[src/design/operating_mode_command_gate_macros.svh]
`ifndef OPERATING_MODE_COMMAND_GATE_MACROS_SVH
`define OPERATING_MODE_COMMAND_GATE_MACROS_SVH

// Same-cycle implication, checked at every rising edge outside reset.
`define OMCG_ASSERT_NOW(label, ante, cons) \
  label: assert property (@(posedge clk) disable iff (rst) (ante) |-> (cons)) \
    else $error("omcg same-cycle check failed");

// Next-cycle implication, checked at every rising edge outside reset.
`define OMCG_ASSERT_NEXT(label, ante, cons) \
  label: assert property (@(posedge clk) disable iff (rst) (ante) |=> (cons)) \
    else $error("omcg next-cycle check failed");

`endif

[src/design/omcg_pkg.sv]
`timescale 1ns / 1ps
`default_nettype none

package omcg_pkg;

  typedef enum logic [2:0] {
    MODE_INIT       = 3'd0,
    MODE_IDLE       = 3'd1,
    MODE_WASHING    = 3'd2,
    MODE_MANUAL     = 3'd3,
    MODE_SELFCHECK  = 3'd4,
    MODE_EXCEPTION  = 3'd5,
    MODE_RECOVERING = 3'd6
  } mode_t;

  typedef enum logic [3:0] {
    OP_COMMAND        = 4'd0,
    OP_INIT           = 4'd1,
    OP_WASH_START     = 4'd2,
    OP_WASH_DONE      = 4'd3,
    OP_WASH_ABORT     = 4'd4,
    OP_POST_WASH      = 4'd5,
    OP_SELFCHECK_DONE = 4'd6,
    OP_CRITICAL       = 4'd7,
    OP_ESTOP_ON       = 4'd8,
    OP_ESTOP_OFF      = 4'd9,
    OP_RECOVERY_DONE  = 4'd10,
    OP_LEGACY_RESET   = 4'd11,
    OP_SET_SERVICE    = 4'd12
  } op_t;

  typedef enum logic [3:0] {
    CMD_START_WASH     = 4'd1,
    CMD_STOP_WASH      = 4'd2,
    CMD_STOP_OP        = 4'd3,
    CMD_RESUME         = 4'd4,
    CMD_RESET_FAULT    = 4'd5,
    CMD_HOME           = 4'd6,
    CMD_ENTER_MANUAL   = 4'd7,
    CMD_MANUAL_ACT     = 4'd8,
    CMD_SELF_CHECK     = 4'd9,
    CMD_RECOVER        = 4'd10,
    CMD_STOP_OUTPUTS   = 4'd11
  } cmd_t;

  typedef enum logic [2:0] {
    RSN_NONE         = 3'd0,
    RSN_UNKNOWN_CMD  = 3'd1,
    RSN_WRONG_MODE   = 3'd2,
    RSN_ESTOP        = 3'd3,
    RSN_SERVICE_OFF  = 3'd4
  } reason_t;

  typedef enum logic [2:0] {
    EFF_NONE         = 3'd0,
    EFF_START_WASH   = 3'd1,
    EFF_STOP_WASH    = 3'd2,
    EFF_SELF_CHECK   = 3'd3,
    EFF_RESET_FAULT  = 3'd4,
    EFF_HOME         = 3'd5,
    EFF_MANUAL_ACT   = 3'd6,
    EFF_STOP_OUTPUTS = 3'd7
  } effect_t;

  typedef enum logic [1:0] {
    PERM_NO = 2'd0,
    PERM_OK = 2'd1,
    PERM_IF = 2'd2
  } perm_t;

  typedef struct packed {
    logic [3:0] operation;
    logic [3:0] command_kind;
    logic       event_flag;
    logic       alarm_blocking;
    logic       safety_lockout;
  } item_t;

  typedef struct packed {
    mode_t mode;
    logic  estop;
    logic  service;
  } state_t;

  typedef struct packed {
    logic    cmd_rejected;
    reason_t reject_reason;
    effect_t effect_code;
    mode_t   mode_now;
    mode_t   mode_before;
    logic    mode_changed;
    logic    recovery_requested;
    logic    context_sync;
    logic    estop_latched;
    logic    service_on;
    logic    stopping;
    logic    standby;
  } result_t;

  // Permission matrix, command kind by mode. Unknown kinds fall to the default and get PERM_NO.
  function automatic perm_t perm_lookup(input logic [3:0] kind, input mode_t mode);
    perm_t p;
    p = PERM_NO;
    case (kind)
      CMD_START_WASH, CMD_STOP_OP, CMD_RESUME, CMD_ENTER_MANUAL:
        if (mode == MODE_IDLE) p = PERM_OK;
      CMD_STOP_WASH:
        if (mode == MODE_WASHING) p = PERM_OK;
      CMD_RESET_FAULT, CMD_SELF_CHECK:
        if (mode == MODE_IDLE || mode == MODE_EXCEPTION) p = PERM_IF;
      CMD_HOME:
        if (mode == MODE_EXCEPTION) p = PERM_OK;
      CMD_MANUAL_ACT:
        if (mode == MODE_MANUAL || mode == MODE_EXCEPTION) p = PERM_OK;
      CMD_RECOVER:
        if (mode == MODE_MANUAL || mode == MODE_EXCEPTION) p = PERM_IF;
      CMD_STOP_OUTPUTS:
        if (mode != MODE_INIT && mode != MODE_SELFCHECK) p = PERM_OK;
      default:
        p = PERM_NO;
    endcase
    return p;
  endfunction

  function automatic effect_t effect_lookup(input logic [3:0] kind);
    effect_t e;
    case (kind)
      CMD_START_WASH:   e = EFF_START_WASH;
      CMD_STOP_WASH:    e = EFF_STOP_WASH;
      CMD_RESET_FAULT:  e = EFF_RESET_FAULT;
      CMD_HOME:         e = EFF_HOME;
      CMD_MANUAL_ACT:   e = EFF_MANUAL_ACT;
      CMD_SELF_CHECK:   e = EFF_SELF_CHECK;
      CMD_STOP_OUTPUTS: e = EFF_STOP_OUTPUTS;
      default:          e = EFF_NONE;
    endcase
    return e;
  endfunction

endpackage

`default_nettype wire

[src/design/operating_mode_command_gate.sv]
`timescale 1ns / 1ps
`default_nettype none

// Channel   Direction  Accepted when                    Payload
// s_axis    in         s_axis_tvalid && s_axis_tready    tuser: operation; tdata: rest
// m_axis    out        m_axis_tvalid && m_axis_tready    tdata: one result item
//
// Each item passes an input register, then the combinational decision logic into
// the result register; the mode and flags update as the item enters that register.
// The result is registered; one item per cycle sustained while m_axis_tready is high.
// A stall on m_axis holds the result register; the input register still takes one
// more item. rst is synchronous: mode init, estop clear, service enabled, both stages empty.

`include "operating_mode_command_gate_macros.svh"

module operating_mode_command_gate (
  input  wire logic        clk,
  input  wire logic        rst,
  input  wire logic        s_axis_tvalid,
  output logic             s_axis_tready,
  // [3:0] command_kind, [4] event_flag, [5] alarm_blocking, [6] safety_lockout, [7] zero
  input  wire logic [7:0]  s_axis_tdata,
  // [3:0] operation
  input  wire logic [3:0]  s_axis_tuser,
  output logic             m_axis_tvalid,
  input  wire logic        m_axis_tready,
  // [0] cmd_rejected, [3:1] reject_reason, [6:4] effect_code, [9:7] mode_now,
  // [12:10] mode_before, [13] mode_changed, [14] recovery_requested,
  // [15] context_sync, [16] estop_latched, [17] service_on, [18] stopping,
  // [19] standby, [23:20] zero
  output logic [23:0]      m_axis_tdata
);

  omcg_pkg::item_t   in_item;
  logic              in_valid;
  omcg_pkg::state_t  state;
  omcg_pkg::state_t  state_next;
  omcg_pkg::result_t res_next;
  omcg_pkg::result_t res;
  logic              out_free;
  logic              advance;
  logic              accept;
  logic              res_matches_state;
  logic              reject_is_clean;

  assign out_free      = !m_axis_tvalid || m_axis_tready;
  assign advance       = in_valid && out_free;
  assign s_axis_tready = !in_valid || out_free;
  assign accept        = s_axis_tvalid && s_axis_tready;

  omcg_step u_step (
    .item       (in_item),
    .state      (state),
    .result     (res_next),
    .state_next (state_next)
  );

  always_ff @(posedge clk) begin
    if (rst) begin
      in_valid      <= 1'b0;
      m_axis_tvalid <= 1'b0;
      state.mode    <= omcg_pkg::MODE_INIT;
      state.estop   <= 1'b0;
      state.service <= 1'b1;
    end else begin
      if (accept) begin
        in_valid <= 1'b1;
      end else if (advance) begin
        in_valid <= 1'b0;
      end
      if (advance) begin
        m_axis_tvalid <= 1'b1;
        state         <= state_next;
      end else if (m_axis_tready) begin
        m_axis_tvalid <= 1'b0;
      end
    end
  end

  always_ff @(posedge clk) begin
    if (accept) begin
      in_item.operation      <= s_axis_tuser;
      in_item.command_kind   <= s_axis_tdata[3:0];
      in_item.event_flag     <= s_axis_tdata[4];
      in_item.alarm_blocking <= s_axis_tdata[5];
      in_item.safety_lockout <= s_axis_tdata[6];
    end
    if (advance) begin
      res <= res_next;
    end
  end

  assign m_axis_tdata = {4'd0, res.standby, res.stopping, res.service_on,
                         res.estop_latched, res.context_sync, res.recovery_requested,
                         res.mode_changed, res.mode_before, res.mode_now,
                         res.effect_code, res.reject_reason, res.cmd_rejected};

  assign res_matches_state = (res.mode_now == state.mode) &&
                             (res.estop_latched == state.estop) &&
                             (res.service_on == state.service);
  assign reject_is_clean   = (res.effect_code == omcg_pkg::EFF_NONE) &&
                             (res.mode_now == res.mode_before) && !res.context_sync;

  // The held result always mirrors the state it left behind.
  `OMCG_ASSERT_NOW(a_result_tracks_state, m_axis_tvalid, res_matches_state)
  `OMCG_ASSERT_NOW(a_reject_no_effect, m_axis_tvalid && res.cmd_rejected, reject_is_clean)
  `OMCG_ASSERT_NOW(a_standby_excl_stopping, m_axis_tvalid, !(res.standby && res.stopping))
  `OMCG_ASSERT_NEXT(a_advance_fills_output, advance, m_axis_tvalid)

endmodule

`default_nettype wire

[src/design/omcg_step.sv]
`timescale 1ns / 1ps
`default_nettype none

module omcg_step (
  input  omcg_pkg::item_t   item,
  input  omcg_pkg::state_t  state,
  output omcg_pkg::result_t result,
  output omcg_pkg::state_t  state_next
);

  omcg_pkg::reason_t reason;
  omcg_pkg::perm_t   perm;
  omcg_pkg::mode_t   mode_nxt;
  logic              est_nxt;
  logic              svc_nxt;
  logic              direct;
  logic              sync;
  logic              recov;
  logic              rejected;
  omcg_pkg::effect_t effect;

  assign perm = omcg_pkg::perm_lookup(item.command_kind, state.mode);

  always_comb begin
    reason = omcg_pkg::RSN_NONE;
    if (item.command_kind == 4'd0 || item.command_kind > omcg_pkg::CMD_STOP_OUTPUTS) begin
      reason = omcg_pkg::RSN_UNKNOWN_CMD;
    end else if (perm == omcg_pkg::PERM_NO) begin
      reason = omcg_pkg::RSN_WRONG_MODE;
    end else if (perm == omcg_pkg::PERM_IF && state.estop) begin
      reason = omcg_pkg::RSN_ESTOP;
    end else if (item.command_kind == omcg_pkg::CMD_RESET_FAULT &&
                 state.mode == omcg_pkg::MODE_IDLE &&
                 !item.alarm_blocking && !item.safety_lockout) begin
      // Resetting a fault from idle needs something to reset.
      reason = omcg_pkg::RSN_WRONG_MODE;
    end else if (item.command_kind == omcg_pkg::CMD_START_WASH && !state.service) begin
      reason = omcg_pkg::RSN_SERVICE_OFF;
    end else if (item.command_kind == omcg_pkg::CMD_START_WASH && item.alarm_blocking) begin
      reason = omcg_pkg::RSN_WRONG_MODE;
    end else if (item.command_kind == omcg_pkg::CMD_RESUME && state.service) begin
      reason = omcg_pkg::RSN_WRONG_MODE;
    end
  end

  always_comb begin
    mode_nxt = state.mode;
    est_nxt  = state.estop;
    svc_nxt  = state.service;
    direct   = 1'b0;
    sync     = 1'b0;
    recov    = 1'b0;
    rejected = 1'b0;
    effect   = omcg_pkg::EFF_NONE;
    case (omcg_pkg::op_t'(item.operation))
      omcg_pkg::OP_COMMAND: begin
        if (reason != omcg_pkg::RSN_NONE) begin
          rejected = 1'b1;
        end else begin
          effect = omcg_pkg::effect_lookup(item.command_kind);
          case (item.command_kind)
            omcg_pkg::CMD_ENTER_MANUAL: mode_nxt = omcg_pkg::MODE_MANUAL;
            omcg_pkg::CMD_SELF_CHECK:   mode_nxt = omcg_pkg::MODE_SELFCHECK;
            omcg_pkg::CMD_RECOVER: begin
              mode_nxt = omcg_pkg::MODE_RECOVERING;
              recov    = 1'b1;
            end
            omcg_pkg::CMD_STOP_OP: begin
              svc_nxt = 1'b0;
              sync    = 1'b1;
            end
            omcg_pkg::CMD_RESUME: begin
              svc_nxt = 1'b1;
              sync    = 1'b1;
            end
            default: ;
          endcase
        end
      end
      omcg_pkg::OP_INIT: begin
        mode_nxt = omcg_pkg::MODE_IDLE;
        est_nxt  = 1'b0;
        svc_nxt  = 1'b1;
        direct   = 1'b1;
      end
      omcg_pkg::OP_WASH_START:
        if (state.mode == omcg_pkg::MODE_IDLE) mode_nxt = omcg_pkg::MODE_WASHING;
      omcg_pkg::OP_WASH_DONE:
        if (state.mode == omcg_pkg::MODE_WASHING) mode_nxt = omcg_pkg::MODE_IDLE;
      omcg_pkg::OP_WASH_ABORT:
        if (state.mode == omcg_pkg::MODE_WASHING) begin
          mode_nxt = item.event_flag ? omcg_pkg::MODE_IDLE : omcg_pkg::MODE_EXCEPTION;
        end
      omcg_pkg::OP_POST_WASH:
        if (state.mode == omcg_pkg::MODE_IDLE && item.event_flag) begin
          mode_nxt = omcg_pkg::MODE_EXCEPTION;
        end
      omcg_pkg::OP_SELFCHECK_DONE:
        if (state.mode == omcg_pkg::MODE_SELFCHECK) begin
          mode_nxt = item.event_flag ? omcg_pkg::MODE_EXCEPTION : omcg_pkg::MODE_IDLE;
        end
      omcg_pkg::OP_CRITICAL:
        if (state.mode != omcg_pkg::MODE_WASHING &&
            state.mode != omcg_pkg::MODE_RECOVERING) begin
          mode_nxt = omcg_pkg::MODE_EXCEPTION;
        end
      omcg_pkg::OP_ESTOP_ON: begin
        est_nxt  = 1'b1;
        mode_nxt = omcg_pkg::MODE_EXCEPTION;
      end
      omcg_pkg::OP_ESTOP_OFF: begin
        est_nxt = 1'b0;
        sync    = 1'b1;
      end
      omcg_pkg::OP_RECOVERY_DONE:
        if (state.mode == omcg_pkg::MODE_RECOVERING) begin
          mode_nxt = item.event_flag ? omcg_pkg::MODE_IDLE : omcg_pkg::MODE_EXCEPTION;
        end
      omcg_pkg::OP_LEGACY_RESET:
        if (state.mode == omcg_pkg::MODE_EXCEPTION) mode_nxt = omcg_pkg::MODE_IDLE;
      omcg_pkg::OP_SET_SERVICE: begin
        svc_nxt = item.event_flag;
        sync    = 1'b1;
      end
      default: ;
    endcase
  end

  assign state_next.mode    = mode_nxt;
  assign state_next.estop   = est_nxt;
  assign state_next.service = svc_nxt;

  always_comb begin
    result.cmd_rejected       = rejected;
    result.reject_reason      = rejected ? reason : omcg_pkg::RSN_NONE;
    result.effect_code        = effect;
    result.mode_now           = mode_nxt;
    result.mode_before        = state.mode;
    result.mode_changed       = !direct && (mode_nxt != state.mode);
    result.recovery_requested = recov;
    result.context_sync       = sync;
    result.estop_latched      = est_nxt;
    result.service_on         = svc_nxt;
    result.stopping           = !svc_nxt || mode_nxt == omcg_pkg::MODE_INIT ||
                                mode_nxt == omcg_pkg::MODE_EXCEPTION ||
                                mode_nxt == omcg_pkg::MODE_RECOVERING;
    result.standby            = (mode_nxt == omcg_pkg::MODE_IDLE) && svc_nxt;
  end

endmodule

`default_nettype wire

[config.mk]
export PLATFORM = sky130hd
export DESIGN_NAME = operating_mode_command_gate
export DESIGN_NICKNAME = d
export VERILOG_FILES = /design/src/design/omcg_pkg.sv /design/src/design/operating_mode_command_gate.sv /design/src/design/omcg_step.sv
export VERILOG_INCLUDE_DIRS = /design/src /design/src/design
export SDC_FILE = /design/constraint.sdc
export NUM_CORES = 1
export LEC_CHECK = 0
export BUFFER_PORTS_ARGS = -buffer_cell sky130_fd_sc_hd__buf_4
export CAP_MARGIN = 20
export CORE_MARGIN = 4
export CORE_UTILIZATION = 56
export DETAILED_ROUTE_END_ITERATION = 10
export MAX_ROUTING_LAYER = met4
export PLACE_DENSITY = 0.9
export SLEW_MARGIN = 20
export SYNTH_ARGS = -nofsm -noshare
export SYNTH_HDL_FRONTEND = slang
export SYNTH_HIERARCHICAL = 1
export SYNTH_SLANG_ARGS = --single-unit
[constraint.sdc]
create_clock -name clk -period 2.8 [get_ports clk]
set_clock_uncertainty 0.15 [all_clocks]
set_input_delay 0.42 -clock clk [delete_from_list [all_inputs] [get_ports clk]]
set_output_delay 0.42 -clock clk [all_outputs]
set_load 0.03 [all_outputs]
* Word-level counts from Yosys, hierarchy flattened
Cells that the tools add are included.
** Storage, ports and cells
- Register bits after elaboration :: 38
- Bits in latches :: 0
- Bits in writable memories :: 0
- Memory bits (read-only) :: 0
- Input port bits :: 16
- Output and inout bits :: 26
- Logic and storage cells :: 148
- Memories kept :: 0
** Operators by class
- Add/sub/neg operators :: 0
- Multipliers :: 0
- Divide/modulo/power cells :: 0
- Order comparisons :: 1
- Equality and inequality tests :: 37
- Shifts and indexed selects :: 0
- Multiplexer cells :: 44
- Bitwise gates (word level) :: 1
- Reductions and logical operators :: 43
** Operators with widths (count)
- 3-bit 2-to-1 mux :: 17
- 4-bit == test, second input constant :: 9
- 3-bit case mux with 11 select lines :: 1
- 4-bit by 3-bit == test with 1-bit output, second input constant :: 8
- 3-bit case mux with 7 select lines :: 1
- 4-bit by 2-bit == test with 1-bit output, second input constant :: 4
- 1-bit 2-to-1 mux :: 16
- 3-bit == test, second input constant :: 5
- 1-bit logical AND :: 14
- 2-bit case mux with 7 select lines :: 1
- 2-bit OR reduction :: 5
- 3-bit case mux with 3 select lines :: 1
- 4-bit by 1-bit == test with 1-bit output, second input constant :: 2
- 4-bit logical NOT :: 2
- 1-bit logical OR :: 8
- 1-bit logical NOT :: 7
- 3-bit by 1-bit == test with 1-bit output, second input constant :: 2
- 3-bit by 2-bit == test with 1-bit output, second input constant :: 2
- 2-bit 2-to-1 mux :: 3
- 3-bit inequality test, second input constant :: 2
- 1-bit case mux with 2 select lines :: 3
- 3-bit nonzero test :: 2
- 4-bit > comparator, second input constant :: 1
- 2-bit nonzero test :: 2
- other kinds (8) :: 8

* Depth between registers and ports, before layout
Gate-level depths: netlist (run 1).
- Depth in word-level cells :: 16
- Mapped depth :: 11
- Mapped depth without buffers :: 9

* By module
Netlist (run 1), hierarchy kept.
** By module, submodules not included
- operating_mode_command_gate :: instances 1, cells each 68, area each 1275.0 sq um, sequential area each 1071.0 sq um
- omcg_step :: instances 1, cells each 193, area each 1238.7 sq um, sequential area each 0.0 sq um

* Least setup slack after synthesis (run 1)
OpenSTA, ideal clock, no wires.
- Path kind :: register to register
- From :: register state[3] (netlist name)
- To :: register res (netlist bit m_axis_tdata[18]), data pin
- Setup time :: 0.272 ns
- Arrival :: 1.913 ns
- Required time :: 2.378 ns
- Path slack :: 0.465 ns
- Cell stages (with the launch flop) :: 10
- Cell sequence :: dfxtp_1 > buf_4 > inv_2 > o311ai_1 > o21ai_1 > a211o_1 > a311oi_4 > nor3_4 > or3b_1 > o211ai_2
** RTL lines
- end signal, assigned :: RTL line operating_mode_command_gate.sv:89 : res <= res_next;
- end, declared :: RTL line operating_mode_command_gate.sv:39 : omcg_pkg::result_t res;

==> results.tsv, run 1 <==
metric	value	unit
status	finished, final reports clean	
via_count	2070	
combPwrFrac	21.2	%
grt_pass1_vias	1771	
syn2layout_area_growth	16.6	%
tightest_slew	0.560	ns
clock_sinks	38	
drive_gt1_share	29.6	%
die_y	75.0	um
hold_class	input pin to register	
leakage	1.11	nW
avgSynthCellArea	9.63	um2
syn_area	2510	um2
io_buffers	36	
die_area	5620	um2
n_antenna_cell	0	
switching_power	0.390	mW
routedWlPerCell	15.2	um
synth_common_cells	31 x edfxtp_1, 26 x nand2_1, 24 x nor2_1	
grtUsageTotal	20.7	%
slew_headroom	62.4	%
synth_seq_cells	38	
die_w	75.0	um
fin_crit_sh	99.4	%
p_seq_share	50.8	%
cts_buffers	5	
finalHoldViolCount	0	
fmax	0.359	GHz
place_congestion	0.972	
cp_top_family	compound AO/OA/AOI/OAI gates	
synth_cell_types	57	
grt_max_degree	26	
antenna_found_initial	0	
synth_most_common_cell	edfxtp_1	
clkSlewWorstSetupHoldPaths	0.07	ns
max_stage_delay	0.62	ns
finalSetupTns	0	ns
clk_path_buf_depth	2	
setup-violations-final	0	
post-route-min-period	2.78	ns
async_flop_share	0	%
slowest_stage	dfxtp_1	
multi_input_area	1210	um2
rsz0062_at_grt	true	
startpoint_type	register	
core	4350	um2
ctsHoldBuffers	0	
regArea	1070	um2
routed_wl	5360	um
synth_ff_type	edfxtp_1	
crit_required	2.80	ns
yosys_warnings	6	
rows	24	
finalMaxSlewViolations	0	
drc	0	
io_pins	42	
overflow	0	
finish.utilization	67.3	%
critPathCaptureType	register	
internal_power	0.938	mW
ir_drop	313	uV
arrival	2.79	ns
cap_violations	0	
final_antenna_net_count	0	
p_sw_share	29.4	%
yosysSeqAreaShare	42.6	%
worstSetupPathType	register to register	
root_buffer	clkbuf_8	
synth_area_leader_cell	edfxtp_1	
yosys.area.top_type_share	37.0	%
grt_pass1_wl	8590	um
critPathMaxFanout	12	
nNetsFinal	316	
fill_cells	325	
start_util	57.7	%
synth_edf_count	31	
htreeDepth	2	
clock_latency	0.30	ns
dp.cells	338	
syn_inst	261	
whs	0.140	ns
instances_no_fill	353	
via_per_inst	5.86	
cts_tree	yes	
crit_path_cell_trace	nor2b_1 -> o2111ai_1 -> o211a_1 -> o21a_4 -> a31oi_1 -> a211oi_1 -> or3b_1 -> o211ai_2	
power.density	453	nW/um2
power	1.33	mW
clkPwrFrac	27.9	%
crit_buf_inv	0	
dr.first_iter.drc_count	234	
drt_pass1_iterations	5	
dp_hpwl	3830	um
netlist_top_cells_area	edfxtp_1 37%, buf_4 6.0%, dfxtp_1 5.6%	
stage by stage:
| stage | setup WS [ns] | cell area, um2 |
|---|---|---|
| after floorplan | 0.465 | 2520 |
| after global placement | 0.199 | 2780 |
| after detailed placement | 0.129 | 2780 |
| after CTS | 0.106 | 2860 |
| after global routing | -0.0207 | 2930 |
| final | 0.0155 | 2930 |
final cells by class:
| class | count | area share (%) |
|---|---|---|
| multi-input combinational | 184 | 41.2 |
| sequential | 38 | 36.6 |
| timing repair buffer | 63 | 16.1 |
| clock buffer | 6 | 2.48 |
| tap | 52 | 2.22 |
| inverter | 8 | 1.02 |
| clock inverter | 2 | 0.341 |
layer usage:
layer	up-vias	wire length, um	global-route usage [%]
li1	1011	-	-
met1	931	2300	27.0
met3	21	426	5.47
met5	-	0	-
met4	0	127	4.55
met2	107	2510	32.5
registers in the layout (all words and copies together) (netlist names):
name           cells
m_axis_tvalid      1
state              5
in_item           11
in_valid           1
m_axis_tdata      20
kinds of logic (layout without fill, tap and decap cells):
| kind of cell | Yosys count | count (layout) | share of synthesized area, % |
|---|---|---|---|
| and+or+nand+nor | 103 | 103 | 22.6 |
| other | 1 | 4 | 0.149 |
| muxes | 7 | 7 | 2.79 |
| AOI/OAI and AO/OA | 67 | 67 | 20.4 |
| xor gates and xnor gates | 3 | 3 | 1.05 |
| DFF | 38 | 38 | 42.6 |
| buffers and inverters | 42 | 79 | 10.4 |
what timing repair did:
item / CTS / global route
resized for setup: 0 / 5
hold endpoints to repair: 0 / 0
setup buffers: 0 / 7
endpoints found under the setup margin: 0 / 3
path summary, 6_finish.rpt:
path                                       from                to  slack (ns)  depth (start not counted)
worst max register to register         state[2]  m_axis_tdata[18]        0.02                          8
worst min register to register         in_valid     m_axis_tvalid        0.36                          2
worst min-delay path            s_axis_tdata[1]        in_item[4]        0.14                          1
worst max-delay path                   state[2]  m_axis_tdata[18]        0.02                          8
placed cells by master (no fill, tap or decap), drive strengths merged, types with 2 or more instances in the layout:
cell type,netlist,layout
o2111ai,2,2
a31oi,8,8
conb,1,4
dfxtp,7,7
nor2,24,24
clkinv,0,2
a21oi,15,15
o32a,2,2
a221oi,3,3
o211ai,3,3
o22a,2,2
o311ai,2,2
edfxtp,31,31
nor4,5,5
nand4b,2,2
buf,32,63
clkbuf,2,6
nand2,26,26
o21a,2,2
mux2i,7,7
xor2,3,3
o211a,2,2
nand2b,13,13
nor3b,2,2
nor2b,13,13
a41oi,2,2
inv,8,8
nor3,8,8
nand3,5,5
o22ai,3,3
o21ai,13,13
power groups by stage:
stage          Sequential, mW  Combinational (mW)  Clock [mW]
6_report                0.675               0.282       0.371
5_1_grt                 0.679               0.305       0.398
4_1_cts                 0.677               0.267       0.375
3_5_place_dp            0.690               0.265           0
3_3_place_gp            0.688               0.260           0
2_1_floorplan           0.704               0.186           0
Note: power is estimated with default switching activity, not from simulation.
==> inputs of run 2 (changes only) <==
--- a/config.mk
+++ b/config.mk
@@ -8,7 +8,7 @@
 export LEC_CHECK = 0
 export BUFFER_PORTS_ARGS = -buffer_cell sky130_fd_sc_hd__buf_4
 export CAP_MARGIN = 20
-export CORE_MARGIN = 4
+export CORE_MARGIN = 5
 export CORE_UTILIZATION = 56
 export DETAILED_ROUTE_END_ITERATION = 10
 export MAX_ROUTING_LAYER = met4
==> run 2 against run 1 <==
  * Combinational power shrank 2%
  * Final cell count shrank 2.0%
  * First-iteration DRC count grew 67%
  * Critical path type unchanged
  * Via count grew 0.97%
  * Highest routed layer unchanged
  * Hold slack gained 0.0093 ns
==> results.tsv, run 2 (synthesis results as in run 1) <==
metric	value	unit
dp_hpwl	3760	um
grt_pass1_vias	1968	
finalHoldViolCount	0	
fin_crit_sh	95.2	%
routed_wl	5340	um
crit_buf_inv	0	
slew_headroom	64.8	%
drt_pass1_iterations	5	
clkSlewWorstSetupHoldPaths	0.07	ns
cts_buffers	5	
reg2reg_to	m_axis_tdata[18]	
clock_sinks	38	
grt_pass1_wl	8960	um
regArea	1070	um2
p_seq_share	45.2	%
multi_input_area	1210	um2
worst_slack	0.133	ns
io_pins	42	
whs	0.149	ns
syn2layout_area_growth	16.5	%
io_buffers	36	
power.density	509	nW/um2
combPwrFrac	18.6	%
instances_no_fill	346	
final_cell_mix	55 x buf_4, 31 x edfxtp_1, 26 x nand2_1, 24 x nor2_1, 14 x a21oi_1	
cts_tree	yes	
clock_latency	0.29	ns
n_antenna_cell	0	
rsz0062_at_grt	false	
nNetsFinal	309	
die_w	77.0	um
routedWlPerCell	15.4	um
tightest_slew	0.524	ns
htreeDepth	2	
antenna_found_initial	0	
fill_cells	312	
grtUsageTotal	18.5	%
crit_path_cell_trace	and2b_1 -> o2111ai_1 -> o211a_1 -> o21ai_1 -> nor3b_1 -> o21ai_2 -> or3b_1 -> o211ai_2	
finalMaxSlewViolations	0	
cp_top_family	simple AND/OR/NAND/NOR gates	
overflow	0	
crit_required	2.80	ns
status	finished, final reports clean	
place_congestion	1.03	
hold_class	input pin to register	
reg2reg_from	in_item[6]	
clk_path_buf_depth	2	
via_count	2090	
cap_violations	0	
leakage	1.10	nW
largest_reg_flops	20	
final_common_cell	buf_4	
endpoint	m_axis_tdata[18]	
ir_drop	242	uV
p_sw_share	25.5	%
switching_power	0.380	mW
grt_max_degree	26	
start_util	57.7	%
dp.cells	334	
max_stage_delay	0.50	ns
slowest_stage	edfxtp_1	
root_buffer	clkbuf_8	
startpoint_type	register	
crit_path_start	in_item[6]	
die_y	77.0	um
worstSetupPathType	register to register	
finish.utilization	67.2	%
critPathCaptureType	register	
internal_power	1.11	mW
fin_area	2930	um2
clkPwrFrac	36.2	%
finalSetupTns	0	ns
arrival	2.66	ns
ctsHoldBuffers	0	
critPathMaxFanout	7	
die_area	5930	um2
rows	24	
cp_num_cells	8	
post-route-min-period	2.67	ns
dr.first_iter.drc_count	391	
dpl_worst_slack	0.125	ns
fmax	0.375	GHz
power	1.49	mW
post_dp_cell_area	2750	um2
drc	0	
worst-r2r-setup-slack	0.13	ns
core	4350	um2
via_per_inst	6.04	
setup-violations-final	0	
drive_gt1_share	27.9	%
final_antenna_net_count	0	
r2r_cells	8	
-- run 2: cell type report --
type / instances / area share (%)
multi-input combinational: 184 / 41.4
sequential: 38 / 36.6
timing repair buffer: 56 / 14.3
clock buffer: 5 / 2.35
tap: 52 / 2.22
clock inverter: 3 / 2.18
inverter: 8 / 1.03
-- run 2: worst min-delay path by stage --
| stage | startpoint | endpoint | slack (ns) | depth (start not counted) |
|---|---|---|---|---|
| after global placement | in_valid | m_axis_tvalid | 0.34 | 2 |
| after global routing | s_axis_tuser[0] | in_item[7] | 0.13 | 1 |
| after CTS | s_axis_tuser[2] | in_item[9] | 0.14 | 1 |
| final | s_axis_tuser[2] | in_item[9] | 0.15 | 1 |
| after floorplan | state[4] | state[4] | 0.32 | 2 |
| after detailed placement | in_valid | m_axis_tvalid | 0.36 | 2 |
-- run 2: power groups by stage --
stage          Combinational (mW)  Clock [mW]  Sequential (mW)
2_1_floorplan               0.186           0            0.704
3_3_place_gp                0.256           0            0.686
3_5_place_dp                0.263           0            0.688
4_1_cts                     0.265       0.548            0.675
5_1_grt                     0.298       0.580            0.678
6_report                    0.277       0.541            0.674
-- run 2: worst reg2reg max path, delay by kind of cell (launching register included) --
family / cells / cell delay [ns]
flops: 1 / 0.50
simple gates: 3 / 1.01
compound gates: 5 / 0.86
-- run 2: routing by layer --
layer	share of wire (%)	up-vias	track usage [%]
met5	0	-	-
met4	1.4	0	5.50
met3	11	10	4.92
met2	48	149	29.5
met1	39	934	23.1
li1	-	997	-
-- run 2: repair_timing --
| action | 4_1_cts | 5_1_grt |
|---|---|---|
| setup buffers | 0 | 4 |
| setup endpoints to repair | 0 | 5 |
| resized for setup | 0 | 5 |
